`config.mk`:
```
export PLATFORM = sky130hd
export DESIGN_NAME = cidr_rule_table_match_top
export DESIGN_NICKNAME = d
export VERILOG_FILES = /design/src/sv/crtm_pkg.sv /design/src/sv/crtm_match_unit.sv /design/src/sv/cidr_rule_table_match_top.sv
export SDC_FILE = /design/constraint.sdc
export NUM_CORES = 2
export LEC_CHECK = 0
export ABC_AREA = 0
export BUFFER_PORTS_ARGS = -buffer_cell sky130_fd_sc_hd__clkbuf_2
export CAP_MARGIN = 25
export CORE_MARGIN = 2
export CORE_UTILIZATION = 45
export CTS_CLUSTER_DIAMETER = 100
export CTS_CLUSTER_SIZE = 40
export DETAILED_ROUTE_END_ITERATION = 16
export GPL_TIMING_DRIVEN = 0
export PLACE_DENSITY_LB_ADDON = 0.2
export SYNTH_ARGS = -nofsm -noshare
export SYNTH_HDL_FRONTEND = slang
export SYNTH_SLANG_ARGS = --single-unit
```
`constraint.sdc`:
```
create_clock -name clock -period 36 [get_ports clock]
set_clock_uncertainty 0.2 [all_clocks]
set_input_delay 0 -clock clock [delete_from_list [all_inputs] [get_ports clock]]
set_output_delay 0 -clock clock [all_outputs]
set_load 0.1 [all_outputs]
```
`src/sv/crtm_pkg.sv`:
```
// ----------------------------------------------------------------------------
// crtm_pkg
// Shared types, codes and helpers for the cidr rule table match block.
// ----------------------------------------------------------------------------
package crtm_pkg;

   localparam int TABLE_ENTRIES = 16;
   localparam int IDX_W = (TABLE_ENTRIES > 1) ? $clog2(TABLE_ENTRIES) : 1;
   localparam int CNT_W = $clog2(TABLE_ENTRIES + 1);
   localparam int RSP_IDX_W = 4;
   localparam int ADDR_W = 128;

   localparam logic [7:0] V4_BITS = 8'd32;
   localparam logic [7:0] V6_BITS = 8'd128;

   localparam logic FAM_V4 = 1'b0;
   localparam logic FAM_V6 = 1'b1;

   localparam logic [1:0] OP_APPEND = 2'd0;
   localparam logic [1:0] OP_LOOKUP = 2'd1;
   localparam logic [1:0] OP_CLEAR  = 2'd2;

   localparam logic [1:0] STATUS_OK        = 2'd0;
   localparam logic [1:0] STATUS_NOMATCH   = 2'd1;
   localparam logic [1:0] STATUS_FULL      = 2'd2;
   localparam logic [1:0] STATUS_BADPREFIX = 2'd3;

   typedef struct packed {
      logic              family;
      logic [ADDR_W-1:0] net;
      logic [7:0]        prefix;
   } entry_type;

   typedef struct packed {
      logic stop;
      logic hit;
   } match_result_type;

   // top plen bits of the family's address set; prefix assumed in range
   function automatic logic [ADDR_W-1:0] make_mask(input logic fam, input logic [7:0] plen);
      logic [ADDR_W-1:0] m;
      if (fam == FAM_V4) begin
         m = {{(ADDR_W-32){1'b0}}, ~(32'hFFFF_FFFF >> plen)};
      end else begin
         m = ~({ADDR_W{1'b1}} >> plen);
      end
      return m;
   endfunction

   function automatic logic prefix_bad(input logic fam, input logic [7:0] plen);
      return (fam == FAM_V4) ? (plen > V4_BITS) : (plen > V6_BITS);
   endfunction

endpackage

```
`src/sv/crtm_match_unit.sv`:
```
// ----------------------------------------------------------------------------
// crtm_match_unit
// Compares the masked query against one table entry under that entry's mask.
// ----------------------------------------------------------------------------
module crtm_match_unit (
   input  logic                         q_family,
   input  logic [7:0]                   q_prefix,
   input  logic [crtm_pkg::ADDR_W-1:0]  q_addr,
   input  crtm_pkg::entry_type          entry,
   output crtm_pkg::match_result_type   result
);
   import crtm_pkg::*;

   logic [ADDR_W-1:0] entry_mask;
   logic              net_equal;

   assign entry_mask = make_mask(q_family, entry.prefix);
   assign net_equal  = ((q_addr & entry_mask) == entry.net);

   // a net match ends the scan; only a query at least as long is a hit
   assign result.stop = (entry.family == q_family) && net_equal;
   assign result.hit  = result.stop && (q_prefix >= entry.prefix);

endmodule

```
`src/sv/cidr_rule_table_match_top.sv`:
```
// ----------------------------------------------------------------------------
// cidr_rule_table_match_top
// Ordered cidr rule table: append, first-match lookup and clear.
// ----------------------------------------------------------------------------
// append, clear and a lookup that needs no walk go straight to the finish state
// lookup: one rule a cycle through the single compare unit, walking the n rules
//   stored until a net match or the last rule, then on to the finish state
// one request at a time: the request side reopens once the result is staged in the
//   output register, and the finish state waits while that register is full
// reset empties the table (rule count) and the control; rule data is not cleared
module cidr_rule_table_match_top (
   input  logic        clock,
   input  logic        reset,
   input  logic        req_valid,
   output logic        req_ready,
   input  logic [1:0]  req_opcode,
   input  logic        req_family,
   input  logic [63:0] req_addr_hi,
   input  logic [63:0] req_addr_lo,
   input  logic [7:0]  req_prefix_len,
   output logic        rsp_valid,
   input  logic        rsp_ready,
   output logic [1:0]  rsp_status,
   output logic [crtm_pkg::RSP_IDX_W-1:0] rsp_match_index
);
   import crtm_pkg::*;

   localparam logic [1:0] S_IDLE   = 2'd0;
   localparam logic [1:0] S_SCAN   = 2'd1;
   localparam logic [1:0] S_FINISH = 2'd2;

   logic [1:0]           state_ff, state_in;
   logic [CNT_W-1:0]     cnt_ff, cnt_in;
   logic [IDX_W-1:0]     ptr_ff, ptr_in;
   logic [IDX_W-1:0]     cur_ff, cur_in;
   logic                 dvld_ff, dvld_in;
   logic                 q_fam_ff, q_fam_in;
   logic [7:0]           q_plen_ff, q_plen_in;
   logic [ADDR_W-1:0]    q_addr_ff, q_addr_in;
   logic [1:0]           pend_status_ff, pend_status_in;
   logic [IDX_W-1:0]     pend_idx_ff, pend_idx_in;
   logic                 rsp_valid_ff, rsp_valid_in;
   logic [1:0]           rsp_status_ff, rsp_status_in;
   logic [RSP_IDX_W-1:0] rsp_idx_ff, rsp_idx_in;

   entry_type            mem [TABLE_ENTRIES];
   entry_type            rd_entry_ff;
   entry_type            wr_entry;
   logic                 mem_we;
   logic [ADDR_W-1:0]    masked_addr;
   logic [CNT_W-1:0]     last_cnt;
   match_result_type     mres;

   assign masked_addr = {req_addr_hi, req_addr_lo} & make_mask(req_family, req_prefix_len);
   assign wr_entry    = '{family: req_family, net: masked_addr, prefix: req_prefix_len};
   assign last_cnt    = cnt_ff - CNT_W'(1);

   crtm_match_unit u_match (
      .q_family (q_fam_ff),
      .q_prefix (q_plen_ff),
      .q_addr   (q_addr_ff),
      .entry    (rd_entry_ff),
      .result   (mres)
   );

   always_comb begin
      state_in       = state_ff;
      cnt_in         = cnt_ff;
      ptr_in         = ptr_ff;
      cur_in         = cur_ff;
      dvld_in        = dvld_ff;
      q_fam_in       = q_fam_ff;
      q_plen_in      = q_plen_ff;
      q_addr_in      = q_addr_ff;
      pend_status_in = pend_status_ff;
      pend_idx_in    = pend_idx_ff;
      rsp_valid_in   = rsp_valid_ff;
      rsp_status_in  = rsp_status_ff;
      rsp_idx_in     = rsp_idx_ff;
      mem_we         = 1'b0;

      if (rsp_valid_ff && rsp_ready) begin
         rsp_valid_in = 1'b0;
      end

      unique case (state_ff)
         S_IDLE: begin
            if (req_valid) begin
               state_in       = S_FINISH;
               pend_status_in = STATUS_NOMATCH;
               pend_idx_in    = '0;
               unique case (req_opcode)
                  OP_APPEND: begin
                     if (prefix_bad(req_family, req_prefix_len)) begin
                        pend_status_in = STATUS_BADPREFIX;
                     end else if (cnt_ff >= CNT_W'(TABLE_ENTRIES)) begin
                        pend_status_in = STATUS_FULL;
                     end else begin
                        mem_we         = 1'b1;
                        pend_status_in = STATUS_OK;
                        pend_idx_in    = cnt_ff[IDX_W-1:0];
                        cnt_in         = cnt_ff + CNT_W'(1);
                     end
                  end
                  OP_LOOKUP: begin
                     if (!prefix_bad(req_family, req_prefix_len) && (cnt_ff != '0)) begin
                        state_in  = S_SCAN;
                        ptr_in    = '0;
                        dvld_in   = 1'b0;
                        q_fam_in  = req_family;
                        q_plen_in = req_prefix_len;
                        q_addr_in = masked_addr;
                     end
                  end
                  OP_CLEAR: begin
                     cnt_in         = '0;
                     pend_status_in = STATUS_OK;
                  end
                  default: begin
                     pend_status_in = STATUS_NOMATCH;
                  end
               endcase
            end
         end
         S_SCAN: begin
            // rule ptr is read into rd_entry_ff while rule cur, read in the previous cycle, is compared
            dvld_in = 1'b1;
            cur_in  = ptr_ff;
            if (CNT_W'(ptr_ff) != last_cnt) begin
               ptr_in = ptr_ff + IDX_W'(1);
            end
            if (dvld_ff) begin
               if (mres.stop) begin
                  state_in       = S_FINISH;
                  pend_status_in = mres.hit ? STATUS_OK : STATUS_NOMATCH;
                  pend_idx_in    = mres.hit ? cur_ff : '0;
               end else if (CNT_W'(cur_ff) == last_cnt) begin
                  state_in       = S_FINISH;
                  pend_status_in = STATUS_NOMATCH;
                  pend_idx_in    = '0;
               end
            end
         end
         S_FINISH: begin
            if (!rsp_valid_ff || rsp_ready) begin
               rsp_valid_in  = 1'b1;
               rsp_status_in = pend_status_ff;
               rsp_idx_in    = RSP_IDX_W'(pend_idx_ff);
               state_in      = S_IDLE;
            end
         end
         default: begin
            state_in = S_IDLE;
         end
      endcase
   end

   always_ff @(posedge clock) begin
      if (reset) begin
         state_ff     <= S_IDLE;
         cnt_ff       <= '0;
         dvld_ff      <= 1'b0;
         rsp_valid_ff <= 1'b0;
      end else begin
         state_ff     <= state_in;
         cnt_ff       <= cnt_in;
         dvld_ff      <= dvld_in;
         rsp_valid_ff <= rsp_valid_in;
      end
   end

   always_ff @(posedge clock) begin
      ptr_ff         <= ptr_in;
      cur_ff         <= cur_in;
      q_fam_ff       <= q_fam_in;
      q_plen_ff      <= q_plen_in;
      q_addr_ff      <= q_addr_in;
      pend_status_ff <= pend_status_in;
      pend_idx_ff    <= pend_idx_in;
      rsp_status_ff  <= rsp_status_in;
      rsp_idx_ff     <= rsp_idx_in;
   end

   // rule store
   always_ff @(posedge clock) begin
      if (mem_we) begin
         mem[cnt_ff[IDX_W-1:0]] <= wr_entry;
      end
   end

   always_ff @(posedge clock) begin
      rd_entry_ff <= mem[ptr_ff];
   end

   assign req_ready       = (state_ff == S_IDLE);
   assign rsp_valid       = rsp_valid_ff;
   assign rsp_status      = rsp_status_ff;
   assign rsp_match_index = rsp_idx_ff;

endmodule
```
==> run summary <==
The run finished with clean final reports. Setup repair after global routing left no endpoint under its margin. Headroom to the max-slew limit came out at 19.0%. During I/O placement, the number of pins put on the boundary was 151.

The tools report the leftover overflow at the end of global routing as 0. In the layout the commonest cells are 2349 x sky130_fd_sc_hd__edfxtp_1, 685 x sky130_fd_sc_hd__mux4_2, 195 x sky130_fd_sc_hd__nand2_1. The largest buffer count on any clock path was 3; the routed length on met2 was 160000 um.

The sum of met3 wire segment lengths after detailed routing was 23000 um. The register bit count reported by yosys came out at 2495. The proportion of layout cells with a drive suffix above 1 was 27.1%; the worst setup slack after placement was 29640 ps.

The capturing point of the worst reg2reg path was pend_idx_ff[1]$_DFFE_PP_. The logs give 129000 um for the detailed-routing wirelength on met1 and 219000 sq um for the die footprint. Data on the critical path is required at its endpoint by 36270 ps. After detailed routing, the number of remaining DRC violations is 0. Summing the sequential cell areas from Yosys gives 75.8% of the chip area. The maximum vdd drop was 43.1 uV; the synthesized area per cell was 21.1 sq um. The synthesized netlist net count is 4745. Dividing the detail-routed wire length by the instance count gives 40.0 um. STA puts the critical path data arrival time at 6820 ps.

The most common library cell in the layout ignoring fill and taps was sky130_fd_sc_hd__edfxtp_1. The area of the mapped netlist was 96900 sq um; the initial core utilization was 45.2%. The y dimension of the die is 468 um, and the total non-filler cell area in the finished layout is 112000 sq um.

Clock tree synthesis selected as its root buffer the cell sky130_fd_sc_hd__clkbuf_16. Setup slack on the critical path of the routed design comes to 29450 ps. The detail route stage leaves a number of antenna-violating nets equal to 0. Synthesis instantiated 89 different standard cells from the library.

The first global-routing pass estimated 445000 um of wire. The tools report the total negative setup slack as 0 ps. The startpoint identified for the worst register-to-register timing path is q_fam_ff$_DFFE_PP_. The synthesized design contains 2349 enable-type register cells. The initial antenna violation count was 25. The power per cell area is 43.1 nW/um^2. For the pin with the worst max-slew slack, the measured transition is 1200 ps. The worst hold path terminates at q_addr_ff[34]$_DFFE_PP_. The placed instances occupy a cell area of 107000 sq um. Origin of the worst setup path: q_fam_ff$_DFFE_PP_. The run gives 29450 ps as the reg2reg setup slack.

The shortest period the worst path allows is 6550 ps. The power after layout came out at 4.82 mW. The first-pass detailed-route iteration total came out at 6. Compared with the post-synthesis result, the final layout area differs by 15.5%. In this run the tool buffered the top-level ports with 150 buffer cells. The logs give 1.04 for the last weighted congestion value of the routability-driven placer and 0 for the number of failing setup endpoints in the final timing report.

Along the worst hold path, the cell count comes to 4. The number of clock buffers added by TritonCTS is 86. The routed via count divided by cell count is 6.31, and the count of fill cells added during filler insertion is 16800. The endpoint class of the critical path was a flip-flop. The maximum level of the CTS H-tree was 3. In this run the worst path has a maximum fanout of 10. Buffers inserted to repair hold after CTS numbered 173. Timing would allow up to 153 MHz. The worst min-delay path startpoint was req_addr_lo[34].

Across the run, the number of max-cap violations was 0. The logs give 51500 for the number of global-route vias before repair and 243000 um for the detailed-placement wirelength estimate. Summing over every cut layer, the via total after detailed routing is 52300. For the core utilization of the finished layout, the log shows 52.2%. Top flip-flop cell by instance count after synthesis: sky130_fd_sc_hd__edfxtp_1. The total of warnings raised by yosys is 0, and the cell row count is 170. The share of synthesized flip-flops with an asynchronous set or reset came out at 0%. The core area was 214000 sq um.

STA classifies the critical path startpoint as a flip-flop. Signal routing reaches up to met5. The clock latency reported for the late side of the worst-skew pair is 820 ps, and the horizontal extent of the die is 468 um. In this run, post-CTS repair resized a total of 0 instances. Number of design-rule violations left by the first detailed-router iteration: 7046.

The portion of the clock cycle consumed by the worst path in the final layout is 18.2%, and the final max-slew violation count is 0. The cell count after synthesis came out at 4588. Entering global routing, the biggest net connects 42 pins. For this design, the sink count on the clock tree is 2495.

The number of cells on the worst reg-to-reg path is 13. Hold violation count in the final report: 0. TritonCTS built the clock tree. The reported leakage power was 35.6 nW; the clock transition at the registers of the reported paths was 130 ps. Wires add up to 332000 um. The worst hold path belongs to the class in2reg. Once the clock tree was built, the setup fixing pass inserted 0 buffers. Start-to-end type of the worst setup path: reg2reg.

For this run, the post-layout net count is 5510. In the global route stage, overall resource usage came out at 30.3%.
## layout make-up
type,count,area [sq um],share of cell area (%)
plain buffers,251,1050,0.938
clock inverters,48,747,0.668
well taps,2838,3550,3.17
flip-flops and latches,2495,73500,65.7
multi-input cells,1796,22500,20.1
inverters,46,173,0.154
repair buffers,677,8000,7.15
diodes,26,65.1,0.0582
clock buffers,112,2310,2.07
## logic make-up after synthesis
group / share of synthesized area, %
compound gates: 3.12
buf+inv: 1.24
simple gates: 3.03
flops: 75.8
fa+ha+maj: 0.181
mux: 15.9
xor+xnor: 0.660
## critical path: stages, from the launching register on
cell	delay, ps
sky130_fd_sc_hd__edfxtp_1	340
sky130_fd_sc_hd__buf_2	260
sky130_fd_sc_hd__buf_2	350
sky130_fd_sc_hd__buf_1	770
sky130_fd_sc_hd__buf_1	570
sky130_fd_sc_hd__buf_8	240
sky130_fd_sc_hd__o211ai_1	120
sky130_fd_sc_hd__xor2_1	430
sky130_fd_sc_hd__o2111ai_1	440
sky130_fd_sc_hd__nor4_1	730
sky130_fd_sc_hd__nand4b_1	460
sky130_fd_sc_hd__nor4_1	610
sky130_fd_sc_hd__a21oi_1	190
sky130_fd_sc_hd__nor2_1	430
## through the flow
step                      instances  hold slack (ps)
after global routing           8280             28.1
after global placement         7576             97.2
final                          8289             65.3
after detailed placement       7911              105
after floorplan                4588             -131
after CTS                      8244             1.95
## state kept, by name, summed over array words and instances (netlist names)
name	count
rsp_status	2
cur_ff	4
dvld_ff	1
rsp_match_index	4
state_ff	2
cnt_ff	5
ptr_ff	4
q_plen_ff	8
mem	2192
q_fam_ff	1
q_addr_ff	128
pend_status_ff	2
rd_entry_ff	137
pend_idx_ff	4
rsp_valid	1
## power breakdown
part	total [mW]	internal (mW)	leakage, nW	switching, mW
Clock	1.44	0.512	1.46	0.929
Sequential	3.19	3.18	22.7	0.00567
Combinational	0.192	0.0563	11.5	0.136
## cells in the mapped netlist, drive strengths merged (9+ instances only)
cell type | n | share of area, %
nor3 | 36 | 0.20
and2 | 12 | 0.077
o22ai | 9 | 0.058
a21o | 9 | 0.070
a2111o | 11 | 0.13
ha | 14 | 0.18
o311a | 10 | 0.10
a21oi | 108 | 0.56
nand2b | 16 | 0.10
clkbuf | 153 | 0.59
a211oi | 14 | 0.12
o2111ai | 9 | 0.081
buf | 98 | 0.47
inv | 46 | 0.18
o311ai | 11 | 0.11
o21ai | 111 | 0.59
nor2 | 101 | 0.41
dfxtp | 146 | 3.0
a2111oi | 16 | 0.15
edfxtp | 2349 | 73
a31oi | 12 | 0.077
nor4 | 29 | 0.23
xor2 | 35 | 0.32
xnor2 | 38 | 0.34
nor2b | 25 | 0.16
nand2 | 196 | 0.76
or3 | 9 | 0.063
o211a | 12 | 0.12
o211ai | 30 | 0.23
mux4 | 685 | 16
nand3 | 48 | 0.25
and3 | 40 | 0.26
nand4 | 27 | 0.19
## worst max path at each step
stage	to	slack, ps	cells past startpoint
2_1_floorplan	mem[3][0]$_DFFE_PP_	23240	7
6_report	pend_idx_ff[1]$_DFFE_PP_	29450	13
3_5_place_dp	pend_idx_ff[1]$_DFFE_PP_	29640	13
4_1_cts	pend_idx_ff[2]$_DFFE_PP_	29630	13
5_1_grt	pend_idx_ff[2]$_DFFE_PP_	29560	13
3_3_place_gp	mem[2][94]$_DFFE_PP_	7710	11
## per-layer routing
layer  global-route usage [%]  vias to the layer above
met1                     40.4                    28500
met4                     14.5                       10
li1                         -                    20700
met3                     4.64                      644
met5                        0                        -
met2                     49.0                     2489
Note: power is estimated with default switching activity, not from simulation.
